<file path="src/rtl/core/three_wheel_omni_mixer_core_macros.svh">
// Assertion helpers for the omni mixer core.
// Each helper expects clk and arst_n in scope.
`ifndef THREE_WHEEL_OMNI_MIXER_CORE_MACROS_SVH
`define THREE_WHEEL_OMNI_MIXER_CORE_MACROS_SVH

`ifndef SYNTH
// Check the consequent in the same cycle as the antecedent
`define TWOM_ASSERT_IMPL(lbl, ante, cons) \
	lbl: assert property (@(posedge clk) disable iff (!arst_n) (ante) |-> (cons)) \
		else $error("three_wheel_omni_mixer_core: assertion failed");
// Check the consequent in the cycle after the antecedent
`define TWOM_ASSERT_NEXT(lbl, ante, cons) \
	lbl: assert property (@(posedge clk) disable iff (!arst_n) (ante) |=> (cons)) \
		else $error("three_wheel_omni_mixer_core: assertion failed");
`else
`define TWOM_ASSERT_IMPL(lbl, ante, cons)
`define TWOM_ASSERT_NEXT(lbl, ante, cons)
`endif

`endif

</file>
<file path="src/rtl/core/twom_pkg.sv">
`default_nettype none

package twom_pkg;

	localparam int NUM_WHEELS = 3;
	localparam int ANGLE_W    = 9;
	localparam int IDX_W      = 7;
	localparam int MAG_W      = 17;
	localparam int FRAC_W     = 16;
	localparam int SPEED_W    = 8;
	localparam int DUTY_W     = 8;

	localparam int WHEEL_A = 0;
	localparam int WHEEL_B = 1;
	localparam int WHEEL_C = 2;

	localparam logic [ANGLE_W-1:0] FULL_TURN     = 9'd360;
	localparam logic [ANGLE_W-1:0] HALF_TURN     = 9'd180;
	localparam logic [ANGLE_W-1:0] QUARTER_TURN  = 9'd90;
	localparam logic [ANGLE_W-1:0] THREE_QUARTER = 9'd270;
	localparam logic [IDX_W-1:0]   IDX_MAX       = 7'd90;

	// Mounting angles of the wheels, wheel A in the low slot
	localparam logic [NUM_WHEELS-1:0][ANGLE_W-1:0] WHEEL_DEG = {9'd300, 9'd180, 9'd60};

	// Command after heading wrap
	typedef struct packed {
		logic [ANGLE_W-1:0] heading;
		logic [SPEED_W-1:0] speed;
	} twom_cmd_t;

	// Quarter-wave table index and sign per wheel
	typedef struct packed {
		logic [NUM_WHEELS-1:0][IDX_W-1:0] idx;
		logic [NUM_WHEELS-1:0]            neg;
		logic [SPEED_W-1:0]               speed;
	} twom_ang_t;

	// Sine magnitude and direction per wheel
	typedef struct packed {
		logic [NUM_WHEELS-1:0][MAG_W-1:0] mag;
		logic [NUM_WHEELS-1:0]            fwd;
		logic [SPEED_W-1:0]               speed;
	} twom_mag_t;

	// Final drive word
	typedef struct packed {
		logic [NUM_WHEELS-1:0][DUTY_W-1:0] duty;
		logic [NUM_WHEELS-1:0]             fwd;
	} twom_res_t;

	// Quarter-wave sine, round(sin(k deg) * 65536) for k = 0..90
	function automatic logic [MAG_W-1:0] sin_q16(input logic [IDX_W-1:0] idx);
		logic [MAG_W-1:0] v;
		case (idx)
			7'd0:  v = 17'd0;
			7'd1:  v = 17'd1144;
			7'd2:  v = 17'd2287;
			7'd3:  v = 17'd3430;
			7'd4:  v = 17'd4572;
			7'd5:  v = 17'd5712;
			7'd6:  v = 17'd6850;
			7'd7:  v = 17'd7987;
			7'd8:  v = 17'd9121;
			7'd9:  v = 17'd10252;
			7'd10: v = 17'd11380;
			7'd11: v = 17'd12505;
			7'd12: v = 17'd13626;
			7'd13: v = 17'd14742;
			7'd14: v = 17'd15855;
			7'd15: v = 17'd16962;
			7'd16: v = 17'd18064;
			7'd17: v = 17'd19161;
			7'd18: v = 17'd20252;
			7'd19: v = 17'd21336;
			7'd20: v = 17'd22415;
			7'd21: v = 17'd23486;
			7'd22: v = 17'd24550;
			7'd23: v = 17'd25607;
			7'd24: v = 17'd26656;
			7'd25: v = 17'd27697;
			7'd26: v = 17'd28729;
			7'd27: v = 17'd29753;
			7'd28: v = 17'd30767;
			7'd29: v = 17'd31772;
			7'd30: v = 17'd32768;
			7'd31: v = 17'd33754;
			7'd32: v = 17'd34729;
			7'd33: v = 17'd35693;
			7'd34: v = 17'd36647;
			7'd35: v = 17'd37590;
			7'd36: v = 17'd38521;
			7'd37: v = 17'd39441;
			7'd38: v = 17'd40348;
			7'd39: v = 17'd41243;
			7'd40: v = 17'd42126;
			7'd41: v = 17'd42995;
			7'd42: v = 17'd43852;
			7'd43: v = 17'd44695;
			7'd44: v = 17'd45525;
			7'd45: v = 17'd46341;
			7'd46: v = 17'd47143;
			7'd47: v = 17'd47930;
			7'd48: v = 17'd48703;
			7'd49: v = 17'd49461;
			7'd50: v = 17'd50203;
			7'd51: v = 17'd50931;
			7'd52: v = 17'd51643;
			7'd53: v = 17'd52339;
			7'd54: v = 17'd53020;
			7'd55: v = 17'd53684;
			7'd56: v = 17'd54332;
			7'd57: v = 17'd54963;
			7'd58: v = 17'd55578;
			7'd59: v = 17'd56175;
			7'd60: v = 17'd56756;
			7'd61: v = 17'd57319;
			7'd62: v = 17'd57865;
			7'd63: v = 17'd58393;
			7'd64: v = 17'd58903;
			7'd65: v = 17'd59396;
			7'd66: v = 17'd59870;
			7'd67: v = 17'd60326;
			7'd68: v = 17'd60764;
			7'd69: v = 17'd61183;
			7'd70: v = 17'd61584;
			7'd71: v = 17'd61966;
			7'd72: v = 17'd62328;
			7'd73: v = 17'd62672;
			7'd74: v = 17'd62997;
			7'd75: v = 17'd63303;
			7'd76: v = 17'd63589;
			7'd77: v = 17'd63856;
			7'd78: v = 17'd64104;
			7'd79: v = 17'd64332;
			7'd80: v = 17'd64540;
			7'd81: v = 17'd64729;
			7'd82: v = 17'd64898;
			7'd83: v = 17'd65048;
			7'd84: v = 17'd65177;
			7'd85: v = 17'd65287;
			7'd86: v = 17'd65376;
			7'd87: v = 17'd65446;
			7'd88: v = 17'd65496;
			7'd89: v = 17'd65526;
			7'd90: v = 17'd65536;
			default: v = 17'd65536;
		endcase
		return v;
	endfunction

endpackage

`default_nettype wire

</file>
<file path="src/rtl/core/twom_angle.sv">
`default_nettype none

// Stages 1 and 2: wrap heading, then reduce each wheel angle to a table index and sign
module twom_angle (
	input  wire logic                         clk,
	input  wire logic                         arst_n,
	input  wire logic                         up_valid,
	output logic                              up_ready,
	input  wire logic [twom_pkg::ANGLE_W-1:0] heading,
	input  wire logic [twom_pkg::SPEED_W-1:0] speed,
	output logic                              dn_valid,
	input  wire logic                         dn_ready,
	output twom_pkg::twom_ang_t               dn_data
);
	import twom_pkg::*;

	logic       valid_s1;
	twom_cmd_t  cmd_s1;
	logic       valid_s2;
	twom_ang_t  ang_s2;
	logic       ready_s1;
	logic       ready_s2;

	logic [ANGLE_W-1:0] heading_wrap;
	logic [ANGLE_W:0]   turn [NUM_WHEELS];
	logic [ANGLE_W-1:0] ang  [NUM_WHEELS];
	logic [ANGLE_W-1:0] red  [NUM_WHEELS];
	twom_ang_t          ang_next;

	// A stage takes a word when it is empty or its word moves on
	assign ready_s2 = !valid_s2 || dn_ready;
	assign ready_s1 = !valid_s1 || ready_s2;
	assign up_ready = ready_s1;

	// Drop one full turn from headings past 359
	assign heading_wrap = (heading >= FULL_TURN) ? (heading - FULL_TURN) : heading;

	always_ff @(posedge clk or negedge arst_n) begin
		if (!arst_n) begin
			valid_s1 <= 1'b0;
		end else if (ready_s1) begin
			valid_s1 <= up_valid;
		end
	end

	always_ff @(posedge clk) begin
		if (ready_s1 && up_valid) begin
			cmd_s1.heading <= heading_wrap;
			cmd_s1.speed   <= speed;
		end
	end

	// Fold wheel minus heading into one quadrant of the table
	always_comb begin
		ang_next       = '0;
		ang_next.speed = cmd_s1.speed;
		for (int w = 0; w < NUM_WHEELS; w++) begin
			turn[w] = {1'b0, WHEEL_DEG[w]} + {1'b0, FULL_TURN} - {1'b0, cmd_s1.heading};
			if (turn[w] >= {1'b0, FULL_TURN}) begin
				turn[w] = turn[w] - {1'b0, FULL_TURN};
			end
			ang[w] = turn[w][ANGLE_W-1:0];
			case (ang[w]) inside
				[9'd0:QUARTER_TURN]: begin
					red[w]          = ang[w];
					ang_next.neg[w] = 1'b0;
				end
				[QUARTER_TURN+9'd1:HALF_TURN]: begin
					red[w]          = HALF_TURN - ang[w];
					ang_next.neg[w] = 1'b0;
				end
				[HALF_TURN+9'd1:THREE_QUARTER]: begin
					red[w]          = ang[w] - HALF_TURN;
					ang_next.neg[w] = 1'b1;
				end
				default: begin
					red[w]          = FULL_TURN - ang[w];
					ang_next.neg[w] = 1'b1;
				end
			endcase
			ang_next.idx[w] = red[w][IDX_W-1:0];
		end
	end

	always_ff @(posedge clk or negedge arst_n) begin
		if (!arst_n) begin
			valid_s2 <= 1'b0;
		end else if (ready_s2) begin
			valid_s2 <= valid_s1;
		end
	end

	always_ff @(posedge clk) begin
		if (ready_s2 && valid_s1) begin
			ang_s2 <= ang_next;
		end
	end

	assign dn_valid = valid_s2;
	assign dn_data  = ang_s2;

endmodule

`default_nettype wire

</file>
<file path="config.mk">
export PLATFORM = sky130hd
export DESIGN_NAME = twom_angle
export DESIGN_NICKNAME = d
export VERILOG_FILES = /design/src/rtl/core/three_wheel_omni_mixer_core_macros.svh /design/src/rtl/core/twom_pkg.sv /design/src/rtl/core/twom_angle.sv
export SDC_FILE = /design/constraint.sdc
export NUM_CORES = 1
export LEC_CHECK = 0
export ABC_CLOCK_PERIOD_IN_PS = 13640
export BUFFER_PORTS_ARGS = -buffer_cell sky130_fd_sc_hd__buf_4
export CAP_MARGIN = 20
export CORE_MARGIN = 3
export CORE_UTILIZATION = 62
export DETAILED_ROUTE_END_ITERATION = 8
export HOLD_SLACK_MARGIN = 0.08
export PLACE_DENSITY = 0.83
export SYNTH_ARGS = -nofsm -noshare
export SYNTH_HDL_FRONTEND = slang
export SYNTH_SLANG_ARGS = --single-unit
</file>
<file path="constraint.sdc">
create_clock -name clk -period 13.64 [get_ports clk]
set_input_delay 4.092 -clock clk [delete_from_list [all_inputs] [get_ports clk]]
set_output_delay 4.092 -clock clk [all_outputs]
set_load 0.01 [all_outputs]
</file>
Word-level counts from Yosys, hierarchy flattened
Index checks and enable logic that the tools add are counted.
Widths: inputs -> output; s select.
{"block": "word_totals", "ff_bits": 51, "out_inout_bits": 34, "elab_cells": 80}
{"block": "op_classes", "n_addsub": 16, "magnitude_cmp": 22, "n_mux": 16, "reduce_logical": 15}
{"operator": "$mux 7", "count": 9}
{"operator": "$mux 9", "count": 4}
{"operator": "$sub 9x9->9 const B", "count": 4}
{"operator": "$ge 10x9->1 const B", "count": 3}
{"operator": "$ge 9x1->1 const B", "count": 3}
{"operator": "$ge 9x7->1 const B", "count": 3}
{"operator": "$ge 9x8->1 const B", "count": 3}
{"operator": "$le 9x7->1 const B", "count": 3}
{"operator": "$le 9x8->1 const B", "count": 3}
{"operator": "$le 9x9->1 const B", "count": 3}
{"operator": "$sub 6x7->7 const A", "count": 3}
{"operator": "$sub 7x6->7 const B", "count": 3}
{"operator": "$sub 7x7->7 const A", "count": 3}
{"operator": "$sub 10x9->10 const A", "count": 2}
{"operator": "$logic_and 1x1->1", "count": 11}
{"operator": "$sub 9x9->10 const A", "count": 1}
{"operator": "$ge 9x9->1 const B", "count": 1}
{"operator": "$mux 1", "count": 3}
{"operator": "$logic_not 1->1", "count": 2}
{"operator": "$logic_or 1x1->1", "count": 2}

Longest topological paths before layout
{"block": "depth", "depth_word": 8, "ltp_mapped": 21, "ltp_nobuf": 17}

Least setup slack after synthesis
No wires, ideal clock.
{"block": "synth_path", "kind": "in2out", "startpoint": "input dn_ready", "endpoint": "output up_ready", "t_arrival_ns": 4.301, "path_slack_ns": 5.247, "cell_stages": 1, "path_buffers": 0, "cell_sequence": "nand3b_1"}
{"block": "synth_via", "elab_chain_cells": 2}
{"item": "from (decl)", "line": "twom_angle.sv:12", "rtl": "input wire logic dn_ready,"}
{"item": "$logic_or 1x1->1", "line": "twom_angle.sv:31", "rtl": "assign ready_s2 = !valid_s2 || dn_ready;"}
{"item": "$logic_or 1x1->1", "line": "twom_angle.sv:32", "rtl": "assign ready_s1 = !valid_s1 || ready_s2;"}
{"item": "to (decl)", "line": "twom_angle.sv:8", "rtl": "output logic up_ready,"}
No other way between the ends.

Worst setup path in the final report
Ends and elaborated chain as after synthesis.

==> results.yml <==
status:
  status: "completed"
floorplan:
  die-area_mm2: 0.00952
  initial_core_util_pct: 65.6
  fp-row-count: 32
  dieHeight_um: 97.6
  die_w_um: 97.6
  coreArea_mm2: 0.00793
  io_pins: 55
clock_network:
  cts_resized: 0
  cts_tree: "yes"
  cts_buffers: 5
  root_buffer: "clkbuf_8"
  clkTransAtPathRegs_ps: 100
  cts_hold_buffers: 0
  post_cts_buffers: 0
  clock_latency_ps: 320
  cts.path.max_buffers: 2
  cts.sinks: 49
  cts-htree-levels: 2
critical_path:
  endpoint: "up_ready"
  crit_buf_inv: 2
  worstPathRequired_ps: 9550
  crit_family: "buffers and inverters"
  reg2reg_depth: 17
  slowest_stage: "nand3b_1"
  r2r-start: "cmd_s1[9]"
  crit_path_start: "dn_ready"
  ff2ff_setup_slack_ps: 7720
  critPathArrivalTime_ps: 4560
  max_stage_delay_ps: 190
  path_cells: "buf_4 -> nand3b_1 -> buf_4"
  timing.rr.end: "dn_data[29]"
  end_kind: "output port"
  crit_cells: 3
  path_class: "input pin to output port"
  cp-start-kind: "input pin"
  critPathMaxFanout: 3
  cp_common_cell: "buf_4"
synthesis:
  synthDistinctLibCells: 94
  ys_seq_area_share_pct: 28.1
  synth_seq_cells: 49
  synth_nets: 635
  yosys_warnings: 0
  synthTopCellsByArea: "edfxtp_1, xnor2_1, a21oi_1"
  syn_inst: 604
  synth_top_area_share_pct: 27.1
  synth_edf_count: 47
  yosysTopAreaCell: "edfxtp_1"
  synthFlopType: "edfxtp_1"
  synth_area_mm2: 0.00520
  synthArstFlopShare_pct: 4.08
  yosysMostFrequentCell: "nor2_1"
  synth.top_cells.by_count: "nor2_1, edfxtp_1, a21oi_1, nand2_1"
  syn_avg_cell_area_um2: 8.61
power_and_ir_drop:
  switching_share_pct: 43.2
  ir_worst_vdd_v: 0.0000577
  clkPwrFrac_pct: 12.9
  seqPwrFrac_pct: 30.4
  switchingPower_uw: 316
  power.internal_uw: 415
  powerDensity_mw_per_mm2: 130
  leakage_uw: 0.00211
  combPwrFrac_pct: 56.8
  finalPower_uw: 731
worst_hold_path:
  hp-class: "flip-flop to flip-flop"
sta:
  rsz0062_at_grt: "no"
  whs_ps: 430
  final.setup_skew_ps: 8.82
  maxSlewHeadroom_pct: 29.7
  tightest_slew_ps: 1050
  hold_violations: 0
  final_max_slew_viol_count: 0
  min_period_over_period_pct: 63.4
  fin_crit_ps: 8650
  fin_tns_setup_ps: 0
  clock.fmax_mhz: 116
  setup_violations: 0
global_route:
  grt_overflow: 0
  grt.met3_usage_pct: 4.16
  grt_usage_pct: 28.2
  grt_pass1_vias: 4894
  grt_use_met1_pct: 36.7
  grt_pass1_wl_um: 22800
  antenna_found_initial: 0
  grt_start_max_net_pins: 31
  grt_use_met2_pct: 47.1
  grt-busiest-layer: "met2"
layout:
  syn_to_final_growth_pct: 8.40
  drive_above_1_share_pct: 17.5
  diodes: 0
  finish.instance_area_mm2: 0.00564
  nNetsFinal: 664
  final_cells: 736
route:
  postRouteAntennaNets: 0
  via_per_inst: 7.01
  finalWirelength_um: 13700
  drc: 0
  drt_pass1_iterations: 5
  vias: 5162
  drt_iter0_drc: 491
  wl_per_cell_um: 18.6
place:
  port_buffers: 54
  placed_area_mm2: 0.00554
  gp_congestion: 0.967
  hpwlAfterDp_um: 10000
  dp.cells: 728
job:
  cap_violations: 0
routing by layer:
| metal | wire [um] | share of wire [%] |
|---|---|---|
| met1 | 5770 | 42 |
| met2 | 6360 | 46 |
| met3 | 1090 | 7.9 |
| met5 | 0 | 0 |
| met4 | 479 | 3.5 |
worst reg2reg max path: cells and delay by family (launching register included):
family | cells | cell delay (ps)
compound gates | 8 | 2380
xor+xnor | 2 | 420
fa+ha+maj | 2 | 780
buf+inv | 3 | 710
flops | 1 | 670
simple gates | 2 | 670
registers in the layout, summed over array words and instances, names as in the netlist:
signal	cells
dn_data	30
cmd_s1	9
ang_next	8
dn_valid	1
valid_s1	1
layout by cell type (no fill, tap or decap), types with 10 or more instances in the layout:
cell type   n
nand3_1    16
and2_1     12
o21ai_0    33
nor3_1     25
nand2_1    39
nand2b_1   14
buf_4      59
xnor2_1    33
a21oi_1    39
ha_1       10
edfxtp_1   47
inv_1      18
nor2_1     49
a211oi_1   10
mux2i_1    11
final cells by class:
cell class,count,area (um2)
Timing Repair Buffer,59,443
Clock buffer,5,68.8
Clock inverter,3,26.3
Multi-Input combinational cell,497,3430
Tap cell,102,128
Fill cell,620,2290
Inverter,21,80.1
Sequential cell,49,1460
worst min-delay path by stage:
stage / from / end / slack (ps) / cells past startpoint
finish: ang_next[7] / dn_data[7] / 430 / 0
global route: ang_next[2] / dn_data[2] / 430 / 0
CTS: ang_next[7] / dn_data[7] / 430 / 0
detailed placement: ang_next[7] / dn_data[7] / 410 / 0
global placement: ang_next[0] / dn_data[0] / 400 / 0
floorplan: ang_next[0] / dn_data[0] / 400 / 0
per-stage QoR:
step,worst slack (ps),util (%)
5_1_grt,4960,71.1
2_1_floorplan,5250,-
3_5_place_dp,5000,69.9
4_1_cts,4990,71.1
3_3_place_gp,5020,69.9
6_report,4990,71.1
power groups by stage:
stage / sequential, uW / combinational, uW / clock [uW]
global route: 225 / 451 / 102
global placement: 225 / 391 / 0
finish: 222 / 415 / 94.0
CTS: 222 / 405 / 95.1
floorplan: 227 / 309 / 0
detailed placement: 225 / 404 / 0
kinds of logic (layout without fill, tap and decap cells):
group                      count (synthesis)  count (layout)  synth area share, %
adders and majority gates                 10              10                 2.41
muxes                                     16              16                 3.20
xor gates and xnor gates                  40              40                 7.02
buffers and inverters                     58              88                 5.94
and+or+nand+nor                          217             217                 22.2
AOI/OAI and AO/OA                        214             214                 31.1
DFF                                       49              49                 28.1
(Power assumes the default switching activity.)
