==> src/rtl/core/three_wheel_omni_mixer_core_macros.svh <==
// Assertion helpers for the omni mixer core.
// Each helper expects clk and arst_n in scope.
`ifndef THREE_WHEEL_OMNI_MIXER_CORE_MACROS_SVH
`define THREE_WHEEL_OMNI_MIXER_CORE_MACROS_SVH

`ifndef SYNTH
// Check the consequent in the same cycle as the antecedent
`define TWOM_ASSERT_IMPL(lbl, ante, cons) \
	lbl: assert property (@(posedge clk) disable iff (!arst_n) (ante) |-> (cons)) \
		else $error("three_wheel_omni_mixer_core: assertion failed");
// Check the consequent in the cycle after the antecedent
`define TWOM_ASSERT_NEXT(lbl, ante, cons) \
	lbl: assert property (@(posedge clk) disable iff (!arst_n) (ante) |=> (cons)) \
		else $error("three_wheel_omni_mixer_core: assertion failed");
`else
`define TWOM_ASSERT_IMPL(lbl, ante, cons)
`define TWOM_ASSERT_NEXT(lbl, ante, cons)
`endif

`endif

==> src/rtl/core/twom_pkg.sv <==
`default_nettype none

package twom_pkg;

	localparam int NUM_WHEELS = 3;
	localparam int ANGLE_W    = 9;
	localparam int IDX_W      = 7;
	localparam int MAG_W      = 17;
	localparam int FRAC_W     = 16;
	localparam int SPEED_W    = 8;
	localparam int DUTY_W     = 8;

	localparam int WHEEL_A = 0;
	localparam int WHEEL_B = 1;
	localparam int WHEEL_C = 2;

	localparam logic [ANGLE_W-1:0] FULL_TURN     = 9'd360;
	localparam logic [ANGLE_W-1:0] HALF_TURN     = 9'd180;
	localparam logic [ANGLE_W-1:0] QUARTER_TURN  = 9'd90;
	localparam logic [ANGLE_W-1:0] THREE_QUARTER = 9'd270;
	localparam logic [IDX_W-1:0]   IDX_MAX       = 7'd90;

	// Mounting angles of the wheels, wheel A in the low slot
	localparam logic [NUM_WHEELS-1:0][ANGLE_W-1:0] WHEEL_DEG = {9'd300, 9'd180, 9'd60};

	// Command after heading wrap
	typedef struct packed {
		logic [ANGLE_W-1:0] heading;
		logic [SPEED_W-1:0] speed;
	} twom_cmd_t;

	// Quarter-wave table index and sign per wheel
	typedef struct packed {
		logic [NUM_WHEELS-1:0][IDX_W-1:0] idx;
		logic [NUM_WHEELS-1:0]            neg;
		logic [SPEED_W-1:0]               speed;
	} twom_ang_t;

	// Sine magnitude and direction per wheel
	typedef struct packed {
		logic [NUM_WHEELS-1:0][MAG_W-1:0] mag;
		logic [NUM_WHEELS-1:0]            fwd;
		logic [SPEED_W-1:0]               speed;
	} twom_mag_t;

	// Final drive word
	typedef struct packed {
		logic [NUM_WHEELS-1:0][DUTY_W-1:0] duty;
		logic [NUM_WHEELS-1:0]             fwd;
	} twom_res_t;

	// Quarter-wave sine, round(sin(k deg) * 65536) for k = 0..90
	function automatic logic [MAG_W-1:0] sin_q16(input logic [IDX_W-1:0] idx);
		logic [MAG_W-1:0] v;
		case (idx)
			7'd0:  v = 17'd0;
			7'd1:  v = 17'd1144;
			7'd2:  v = 17'd2287;
			7'd3:  v = 17'd3430;
			7'd4:  v = 17'd4572;
			7'd5:  v = 17'd5712;
			7'd6:  v = 17'd6850;
			7'd7:  v = 17'd7987;
			7'd8:  v = 17'd9121;
			7'd9:  v = 17'd10252;
			7'd10: v = 17'd11380;
			7'd11: v = 17'd12505;
			7'd12: v = 17'd13626;
			7'd13: v = 17'd14742;
			7'd14: v = 17'd15855;
			7'd15: v = 17'd16962;
			7'd16: v = 17'd18064;
			7'd17: v = 17'd19161;
			7'd18: v = 17'd20252;
			7'd19: v = 17'd21336;
			7'd20: v = 17'd22415;
			7'd21: v = 17'd23486;
			7'd22: v = 17'd24550;
			7'd23: v = 17'd25607;
			7'd24: v = 17'd26656;
			7'd25: v = 17'd27697;
			7'd26: v = 17'd28729;
			7'd27: v = 17'd29753;
			7'd28: v = 17'd30767;
			7'd29: v = 17'd31772;
			7'd30: v = 17'd32768;
			7'd31: v = 17'd33754;
			7'd32: v = 17'd34729;
			7'd33: v = 17'd35693;
			7'd34: v = 17'd36647;
			7'd35: v = 17'd37590;
			7'd36: v = 17'd38521;
			7'd37: v = 17'd39441;
			7'd38: v = 17'd40348;
			7'd39: v = 17'd41243;
			7'd40: v = 17'd42126;
			7'd41: v = 17'd42995;
			7'd42: v = 17'd43852;
			7'd43: v = 17'd44695;
			7'd44: v = 17'd45525;
			7'd45: v = 17'd46341;
			7'd46: v = 17'd47143;
			7'd47: v = 17'd47930;
			7'd48: v = 17'd48703;
			7'd49: v = 17'd49461;
			7'd50: v = 17'd50203;
			7'd51: v = 17'd50931;
			7'd52: v = 17'd51643;
			7'd53: v = 17'd52339;
			7'd54: v = 17'd53020;
			7'd55: v = 17'd53684;
			7'd56: v = 17'd54332;
			7'd57: v = 17'd54963;
			7'd58: v = 17'd55578;
			7'd59: v = 17'd56175;
			7'd60: v = 17'd56756;
			7'd61: v = 17'd57319;
			7'd62: v = 17'd57865;
			7'd63: v = 17'd58393;
			7'd64: v = 17'd58903;
			7'd65: v = 17'd59396;
			7'd66: v = 17'd59870;
			7'd67: v = 17'd60326;
			7'd68: v = 17'd60764;
			7'd69: v = 17'd61183;
			7'd70: v = 17'd61584;
			7'd71: v = 17'd61966;
			7'd72: v = 17'd62328;
			7'd73: v = 17'd62672;
			7'd74: v = 17'd62997;
			7'd75: v = 17'd63303;
			7'd76: v = 17'd63589;
			7'd77: v = 17'd63856;
			7'd78: v = 17'd64104;
			7'd79: v = 17'd64332;
			7'd80: v = 17'd64540;
			7'd81: v = 17'd64729;
			7'd82: v = 17'd64898;
			7'd83: v = 17'd65048;
			7'd84: v = 17'd65177;
			7'd85: v = 17'd65287;
			7'd86: v = 17'd65376;
			7'd87: v = 17'd65446;
			7'd88: v = 17'd65496;
			7'd89: v = 17'd65526;
			7'd90: v = 17'd65536;
			default: v = 17'd65536;
		endcase
		return v;
	endfunction

endpackage

`default_nettype wire

==> src/rtl/core/twom_scale.sv <==
`default_nettype none

// Stage 4: scale speed by sine magnitude into the output register
module twom_scale (
	input  wire logic                 clk,
	input  wire logic                 arst_n,
	input  wire logic                 up_valid,
	output logic                      up_ready,
	input  wire twom_pkg::twom_mag_t  up_data,
	output logic                      dn_valid,
	input  wire logic                 dn_ready,
	output twom_pkg::twom_res_t       dn_data
);
	import twom_pkg::*;

	localparam int PROD_W = SPEED_W + MAG_W;

	logic               valid_s4;
	twom_res_t          res_s4;
	twom_res_t          res_next;
	logic [PROD_W-1:0]  prod [NUM_WHEELS];

	assign up_ready = !valid_s4 || dn_ready;

	// Keep the integer part of the Q16 product
	always_comb begin
		res_next = '0;
		for (int w = 0; w < NUM_WHEELS; w++) begin
			prod[w] = PROD_W'(up_data.speed) * PROD_W'(up_data.mag[w]);
			res_next.duty[w] = prod[w][FRAC_W +: DUTY_W];
			res_next.fwd[w]  = up_data.fwd[w];
		end
	end

	always_ff @(posedge clk or negedge arst_n) begin
		if (!arst_n) begin
			valid_s4 <= 1'b0;
		end else if (up_ready) begin
			valid_s4 <= up_valid;
		end
	end

	always_ff @(posedge clk) begin
		if (up_ready && up_valid) begin
			res_s4 <= res_next;
		end
	end

	assign dn_valid = valid_s4;
	assign dn_data  = res_s4;

endmodule

`default_nettype wire
==> config.mk <==
export PLATFORM = sky130hd
export DESIGN_NAME = twom_scale
export DESIGN_NICKNAME = d
export VERILOG_FILES = /design/src/rtl/core/three_wheel_omni_mixer_core_macros.svh /design/src/rtl/core/twom_pkg.sv /design/src/rtl/core/twom_scale.sv
export SDC_FILE = /design/constraint.sdc
export NUM_CORES = 1
export LEC_CHECK = 0
export BUFFER_PORTS_ARGS = -buffer_cell sky130_fd_sc_hd__buf_2
export CORE_ASPECT_RATIO = 1.5
export CORE_MARGIN = 3
export CORE_UTILIZATION = 65
export CTS_BUF_LIST = sky130_fd_sc_hd__clkbuf_2 sky130_fd_sc_hd__clkbuf_4 sky130_fd_sc_hd__clkbuf_8
export DETAILED_ROUTE_END_ITERATION = 16
export GPL_ROUTABILITY_DRIVEN = 0
export HOLD_SLACK_MARGIN = 0.08
export PLACE_DENSITY = 0.84
export SYNTH_ARGS = -nofsm -noshare
export SYNTH_HDL_FRONTEND = slang
export SYNTH_SLANG_ARGS = --single-unit
==> constraint.sdc <==
create_clock -name clk -period 2.06 [get_ports clk]
set_input_delay 0.412 -clock clk [delete_from_list [all_inputs] [get_ports clk]]
set_output_delay 0.412 -clock clk [all_outputs]
set_load 0.05 [all_outputs]
Word level (Yosys, flattened, before mapping)
Cells that the tools add are included.

storage, ports and cells
  register bits after elaboration = 28
  output and inout bits = 29
  bits of input ports = 66
  logic and storage cells = 11

cells by class
  reductions and logical operators = 3
  multipliers = 3

operators with widths
  operator                                       number
  8-bit by 17-bit multiplier with 24-bit output  3
  1-bit logical AND                              1
  1-bit logical NOT                              1
  1-bit logical OR                               1

Longest topological paths before layout
Gate-level depths: netlist of the first run.

  word-level depth = 3
  mapped depth = 19
  depth with buffers taken out = 17

Worst setup path after synthesis of the first run
OpenSTA, ideal clock, no wires.

  path type = in2reg
  start = input up_data[7] in the netlist's numbering
  end = register res_s4, in the netlist dn_data[9], data pin
  arrival time = 4.428 ns
  setup slack = -2.625 ns
  cell stages on the path = 18
  data required time = 1.802 ns
  buffers on the path = 2
  cells stage by stage = clkbuf_1 -> clkbuf_1 -> nand2_1 -> fa_1 -> inv_1 -> fa_1 -> fa_1 -> inv_1 -> fa_1 -> inv_1 -> ha_1 -> a211oi_2 -> nor2_1 -> a2111oi_4 -> a211oi_2 -> or3_4 -> a21oi_2 -> xnor2_1

RTL lines
  element               RTL line          text
  start, declared       twom_scale.sv:9   input wire twom_pkg::twom_mag_t up_data,
  end signal, assigned  twom_scale.sv:45  res_s4 <= res_next;
  end, declared         twom_scale.sv:19  twom_res_t res_s4;

==> results.yml, run 1 <==
floorplanning:
  start_util: 0.671
  die_area_um2: 21100
  die_y_um: 177
  num_rows: 61
  die_width_um: 120
  core-area_um2: 18800
  ios: 95
cts:
  cts.sink_count: 28
  cts_buffers: 3
  cts_tree: "done"
  cts.path.max_buffers: 2
  htree_levels: 1
  clock_latency_ns: 0.34
  clk_pin_slew_worst_paths_ns: 0.15
  cts-root-buf: "clkbuf_8"
sta:
  setup_viol: 24
  maxSlewHeadroom: 0.626
  worst_slew_pin_slew_ns: 0.547
  drv_slew: 0
  fin_ws_ns: -2.63
  skew_ns: 0.0158
  holdWs_ns: 0.235
  tns_ns: -58.05
  fmax_ghz: 0.213
  hold_violations: 0
  rsz0062_at_grt: "true"
  min_period_ns: 4.69
  min_period_over_period: 2.28
setup_path:
  worstPathRequired_ns: 2.17
  crit_type: "in -> reg"
  cp_max_fo: 8
  critPathArrivalTime_ns: 4.80
  start_kind: "input pin"
  crit_end: "dn_data[17]"
  endpoint_kind: "flop"
  regToRegStartpoint: "dn_valid"
  timing.rr.end: "dn_data[18]"
  r2r_slack_ns: 0.68
  r2r_cells: 3
  crit_start: "up_data[3]"
yosys:
  synth_edf_count: 27
  seq_area_frac_synth: 0.0663
  avgSynthCellArea_um2: 9.25
  ys_warn_count: 0
  synth_nets: 1813
  syn_inst: 1363
  synthArstFlopShare: 0.0357
  synthFlopType: "edfxtp_1"
  synth_seq_cells: 28
  synth_cell_type_count: 55
  mappedNetlistArea_um2: 12600
grt:
  grt_max_degree: 23
  antenna_found_initial: 0
  grt_pass1_vias: 13219
  grt_pass1_wl_mm: 63.7
  grt-ovfl-total: 0
  gr-usage-all-layers: 0.386
power_and_ir_drop:
  power_uw: 22000
  ir_drop_mv: 1.86
  powerDensity_nw_per_um2: 1330
  leakage_uw: 0.00820
drt:
  vias: 12132
  firstDrtPassIters: 6
  drt-initial-drc-count: 1107
  routed_via_density: 6.35
  antenna_left: 0
  wl_per_cell_um: 24.4
  drc: 0
  routed_wl_mm: 46.6
layout:
  n_antenna_cell: 0
  drive_gt1_frac: 0.335
  nets: 2110
  area_growth_pct: 31.4
place:
  place_ws_ns: -2.91
  place_hpwl_mm: 26.9
  port-buffer-count: 94
flow_run:
  cap_violations: 0
outcome:
  status: "finished, violations left"
  violations: "setup timing"
worst_hold_path:
  min_path_type: "in -> reg"
  worstHoldStart: "up_data[10]"
==> worst min-delay path by stage <==
stage | slack (ns) | cells after the start | to
floorplan | 0.12 | 0 | dn_valid
global placement | 0.19 | 1 | dn_valid
detailed placement | 0.19 | 1 | dn_valid
CTS | 0.25 | 1 | dn_data[2]
global route | 0.25 | 1 | dn_data[2]
finish | 0.24 | 1 | dn_data[2]
==> cell usage after synthesis (2+ instances only) <==
cell type / n / area share
a221oi_1: 2 / 0.0014
o221ai_1: 2 / 0.0014
edfxtp_1: 27 / 0.064
o21a_1: 10 / 0.0060
o21ai_0: 17 / 0.0068
or3_4: 2 / 0.0018
a211oi_1: 4 / 0.0024
a2111oi_0: 2 / 0.0014
nand2b_1: 3 / 0.0015
nand3_1: 7 / 0.0028
a211oi_2: 2 / 0.0020
nand2_1: 106 / 0.032
and2_1: 320 / 0.16
nand4_1: 4 / 0.0020
inv_1: 282 / 0.084
xor2_1: 7 / 0.0049
a21o_1: 11 / 0.0066
clkbuf_1: 39 / 0.012
fa_1: 264 / 0.42
a31oi_1: 6 / 0.0030
a21oi_1: 28 / 0.011
nor3_1: 11 / 0.0044
ha_1: 120 / 0.12
o21bai_1: 2 / 0.0012
o31ai_1: 6 / 0.0036
nor2b_1: 3 / 0.0015
nor2_1: 27 / 0.0080
xnor2_1: 22 / 0.015
==> worst max-delay path, stage by stage <==
cell and delay [ns]:
buf_12 0.12, buf_8 0.13, buf_6 0.13, buf_8 0.14
and2_4 0.14, fa_1 0.57, fa_1 0.49, fa_2 0.64
inv_2 0.06, fa_1 0.56, inv_2 0.07, ha_4 0.22
a211o_1 0.28, o221ai_2 0.20, o2111ai_2 0.23, nand2_2 0.15
mux2i_1 0.18, nand2_1 0.07
==> registers in the layout, summed over array words and instances (netlist names) <==
register,cells
dn_data,27
dn_valid,1
==> layout make-up <==
type | instances | area (um2)
Timing Repair Buffer | 332 | 2620
Tap cell | 252 | 315
Inverter | 282 | 1060
Multi-Input combinational cell | 1013 | 11700
Clock buffer | 3 | 41.3
Fill cell | 798 | 2220
Clock inverter | 1 | 30.0
Sequential cell | 28 | 836
==> routing by layer <==
| metal | up-vias | part of all wire | GRT usage |
|---|---|---|---|
| li1 | 4725 | - | - |
| met1 | 5771 | 0.29 | 0.393 |
| met2 | 1093 | 0.49 | 0.704 |
| met3 | 543 | 0.10 | 0.0673 |
| met4 | 0 | 0.12 | 0.277 |
| met5 | - | 0 | 0 |
==> cells by family (layout without fill, tap and decap cells) <==
| logic type | after synthesis | in the layout | share of synthesized area |
|---|---|---|---|
| DFF | 28 | 28 | 0.0663 |
| muxes | 1 | 1 | 0.000794 |
| and+or+nand+nor | 491 | 491 | 0.218 |
| adders and majority gates | 384 | 384 | 0.538 |
| AOI/OAI and AO/OA | 108 | 108 | 0.0606 |
| xor gates and xnor gates | 29 | 29 | 0.0202 |
| buffers and inverters | 322 | 618 | 0.0960 |
==> repair_timing <==
action	4_1_cts	5_1_grt
hold buffers	1	0
resized for setup	161	117
pin swaps	117	117
endpoints found under the hold margin	1	0
buffers inserted	49	13
cloned	2	0
endpoints found under the setup margin	24	24
==> placed cells by master, fill, tap and decap left out, types with 4 or more instances in the layout <==
cell	synthesis	layout
a21o_1	11	11
a21oi_1	28	11
a21oi_2	1	16
and2_1	320	268
and2_4	0	51
buf_12	0	11
buf_2	1	82
buf_4	0	202
buf_6	0	27
buf_8	0	7
edfxtp_1	27	27
fa_1	264	245
fa_2	0	19
ha_1	120	87
ha_4	0	30
inv_1	282	259
inv_2	0	23
nand2_1	106	94
nand2_2	0	8
nand2_4	0	4
nand3_4	0	4
nand4_1	4	4
nor2_1	27	16
nor2_2	0	6
nor2_4	0	5
nor3_1	11	7
o21a_1	10	10
o21ai_0	17	4
o21ai_2	0	9
xnor2_1	22	21
xor2_1	7	7
==> report_power, final <==
group	switching (uW)	leakage, uW	total, uW	internal (uW)
sequential	73.7	0.000268	1200	1130
clock	277	0.0000357	540	263
combinational	11000	0.00790	20200	9260
total	11300	0.00820	22000	10700
==> per-stage QoR <==
stage                     area [um2]  utilization  cells
final                          16600        0.882   1911
after global routing           16600        0.882   1911
after CTS                      16000        0.854   1901
after detailed placement       14900        0.793   1846
after global placement         14900        0.793   1846
after floorplan                13000            -   1363
No activity file was read; power rests on OpenSTA's default activity.
==> run 2: changes to the inputs <==
Settings changed: SETUP_SLACK_MARGIN set to 0.2.
==> run 2 against run 1 <==
Effect of this change: the flow still finishes with violations (setup timing); largest power group unchanged; hold slack gained 0.013 ns; clock skew shrank 0.014 ns; flip-flop and latch count is the same; clock-buffer cell count is the same; non-clock buffer count shrank 11; die area is the same; critical path type unchanged; clock power is essentially flat; critical path depth is the same; design area shrank 0.83%; core utilization shrank 0.73 points; sequential share of layout area is essentially flat.
==> results.yml, run 2 (synthesized netlist as in run 1, its figures left out) <==
outcome:
  status: "finished, violations left"
  violations: "setup timing"
grt:
  use_met3: 0.0516
  gr-usage-all-layers: 0.367
  antenna_found_initial: 0
  grt_pass1_wl_mm: 60.9
  use_met2: 0.677
  use_met1: 0.375
  grt_pass1_vias: 12821
  busiest_layer: "met2"
  grt_max_degree: 26
  grt-ovfl-total: 0
sta:
  maxSlewHeadroom: 0.721
  fmax_ghz: 0.207
  drv_slew: 0
  setup_viol: 24
  worst_slew_pin_slew_ns: 0.408
  min_period_over_period: 2.35
  fin_ws_ns: -2.78
  skew_ns: 0.00184
  min_period_ns: 4.84
  rsz0062_at_grt: "true"
  hold_violations: 0
place:
  place_ws_ns: -2.96
  port-buffer-count: 94
  place_hpwl_mm: 27.5
layout:
  drive_gt1_frac: 0.316
  final_core_util: 0.875
  nets: 2099
  layout.cells.most_common_list: "and2_1 (281), inv_1 (267), fa_1 (243)"
  largest_register_ffs: 27
  area_growth_pct: 30.3
  mostFrequentLayoutCell: "and2_1"
  nFillCells: 844
  n_antenna_cell: 0
drt:
  vias: 11795
  routed_wl_mm: 45.0
  antenna_left: 0
  wl_per_cell_um: 23.7
  drt-initial-drc-count: 867
  firstDrtPassIters: 6
  drc: 0
  routed_via_density: 6.21
cts:
  cts_tree: "done"
  cts-root-buf: "clkbuf_8"
  htree_levels: 1
  clk_pin_slew_worst_paths_ns: 0.14
  cts.sink_count: 28
  clock_latency_ns: 0.32
  cts_buffers: 3
  cts.path.max_buffers: 2
flow_run:
  cap_violations: 0
worst_hold_path:
  min_path_type: "in -> reg"
  worstHoldStart: "up_data[9]"
  hold_depth: 1
setup_path:
  crit_start: "up_data[3]"
  critPathArrivalTime_ns: 4.93
  cp_max_fo: 8
  r2r_cells: 3
  regToRegStartpoint: "dn_valid"
  crit_type: "in -> reg"
  worstPathRequired_ns: 2.15
  start_kind: "input pin"
  endpoint_kind: "flop"
floorplanning:
  core-area_um2: 18800
  ios: 95
  die_y_um: 177
  die_area_um2: 21100
  start_util: 0.671
  die_width_um: 120
  num_rows: 61
power_and_ir_drop:
  powerDensity_nw_per_um2: 1260
  power_uw: 20700
  leakage_uw: 0.00814
  ir_drop_mv: 1.45
-- run 2: stage by stage --
step	area [um2]	cells	hold slack [ns]	setup TNS [ns]
2_1_floorplan	13000	1363	0.116	-51.79
3_3_place_gp	14900	1840	0.188	-64.10
3_5_place_dp	14900	1840	0.188	-66.53
4_1_cts	15800	1882	0.258	-54.53
5_1_grt	16400	1900	0.248	-61.11
6_report	16400	1900	0.249	-59.95
-- run 2: worst paths after layout --
kind                                     to  slack [ns]
worst min-delay path             dn_data[1]        0.25
worst max-delay path            dn_data[13]       -2.78
max in group asynchronous          dn_valid        1.59
min in group asynchronous          dn_valid        0.39
worst min register to register     dn_valid        0.56
worst max register to register   dn_data[3]        0.70
-- run 2: worst max-delay path, stage by stage --
cell and delay, ns:
buf_12 0.12, buf_8 0.14, buf_12 0.14, buf_8 0.13
and2_4 0.13, fa_1 0.61, fa_1 0.63, fa_1 0.58
inv_1 0.07, fa_1 0.50, inv_1 0.05, ha_1 0.31
a21o_1 0.22, a21oi_2 0.21, o21ai_2 0.13, a31oi_4 0.21
o21bai_2 0.14, xor2_1 0.19
-- run 2: timing repair --
| item | CTS | global route |
|---|---|---|
| endpoints found under the setup margin | 24 | 24 |
| gates resized for setup | 132 | 108 |
| endpoints found under the hold margin | 1 | 0 |
| gates cloned | 3 | 2 |
| hold buffers | 1 | 0 |
| pin swaps | 86 | 92 |
| setup buffers | 34 | 16 |
-- run 2: final cells by class --
class,count,area (um2),share of cell area
flip-flops and latches,28,836,0.0509
clock inverters,1,30.0,0.00183
inverters,282,1060,0.0645
multi-input cells,1013,11600,0.705
well taps,252,315,0.0192
clock buffers,3,41.3,0.00251
repair buffers,321,2570,0.157
-- run 2: per-layer routing --
metal / wire length [um] / part of all wire
met4: 5220 / 0.12
met5: 0 / 0
met3: 4030 / 0.089
met2: 22700 / 0.51
met1: 13000 / 0.29
-- run 2: where the power goes --
group	internal (uW)	switching [uW]	leakage [uW]
Sequential	1130	84.7	0.000268
Clock	263	279	0.0000357
Combinational	8590	10400	0.00783
Total	9980	10700	0.00814
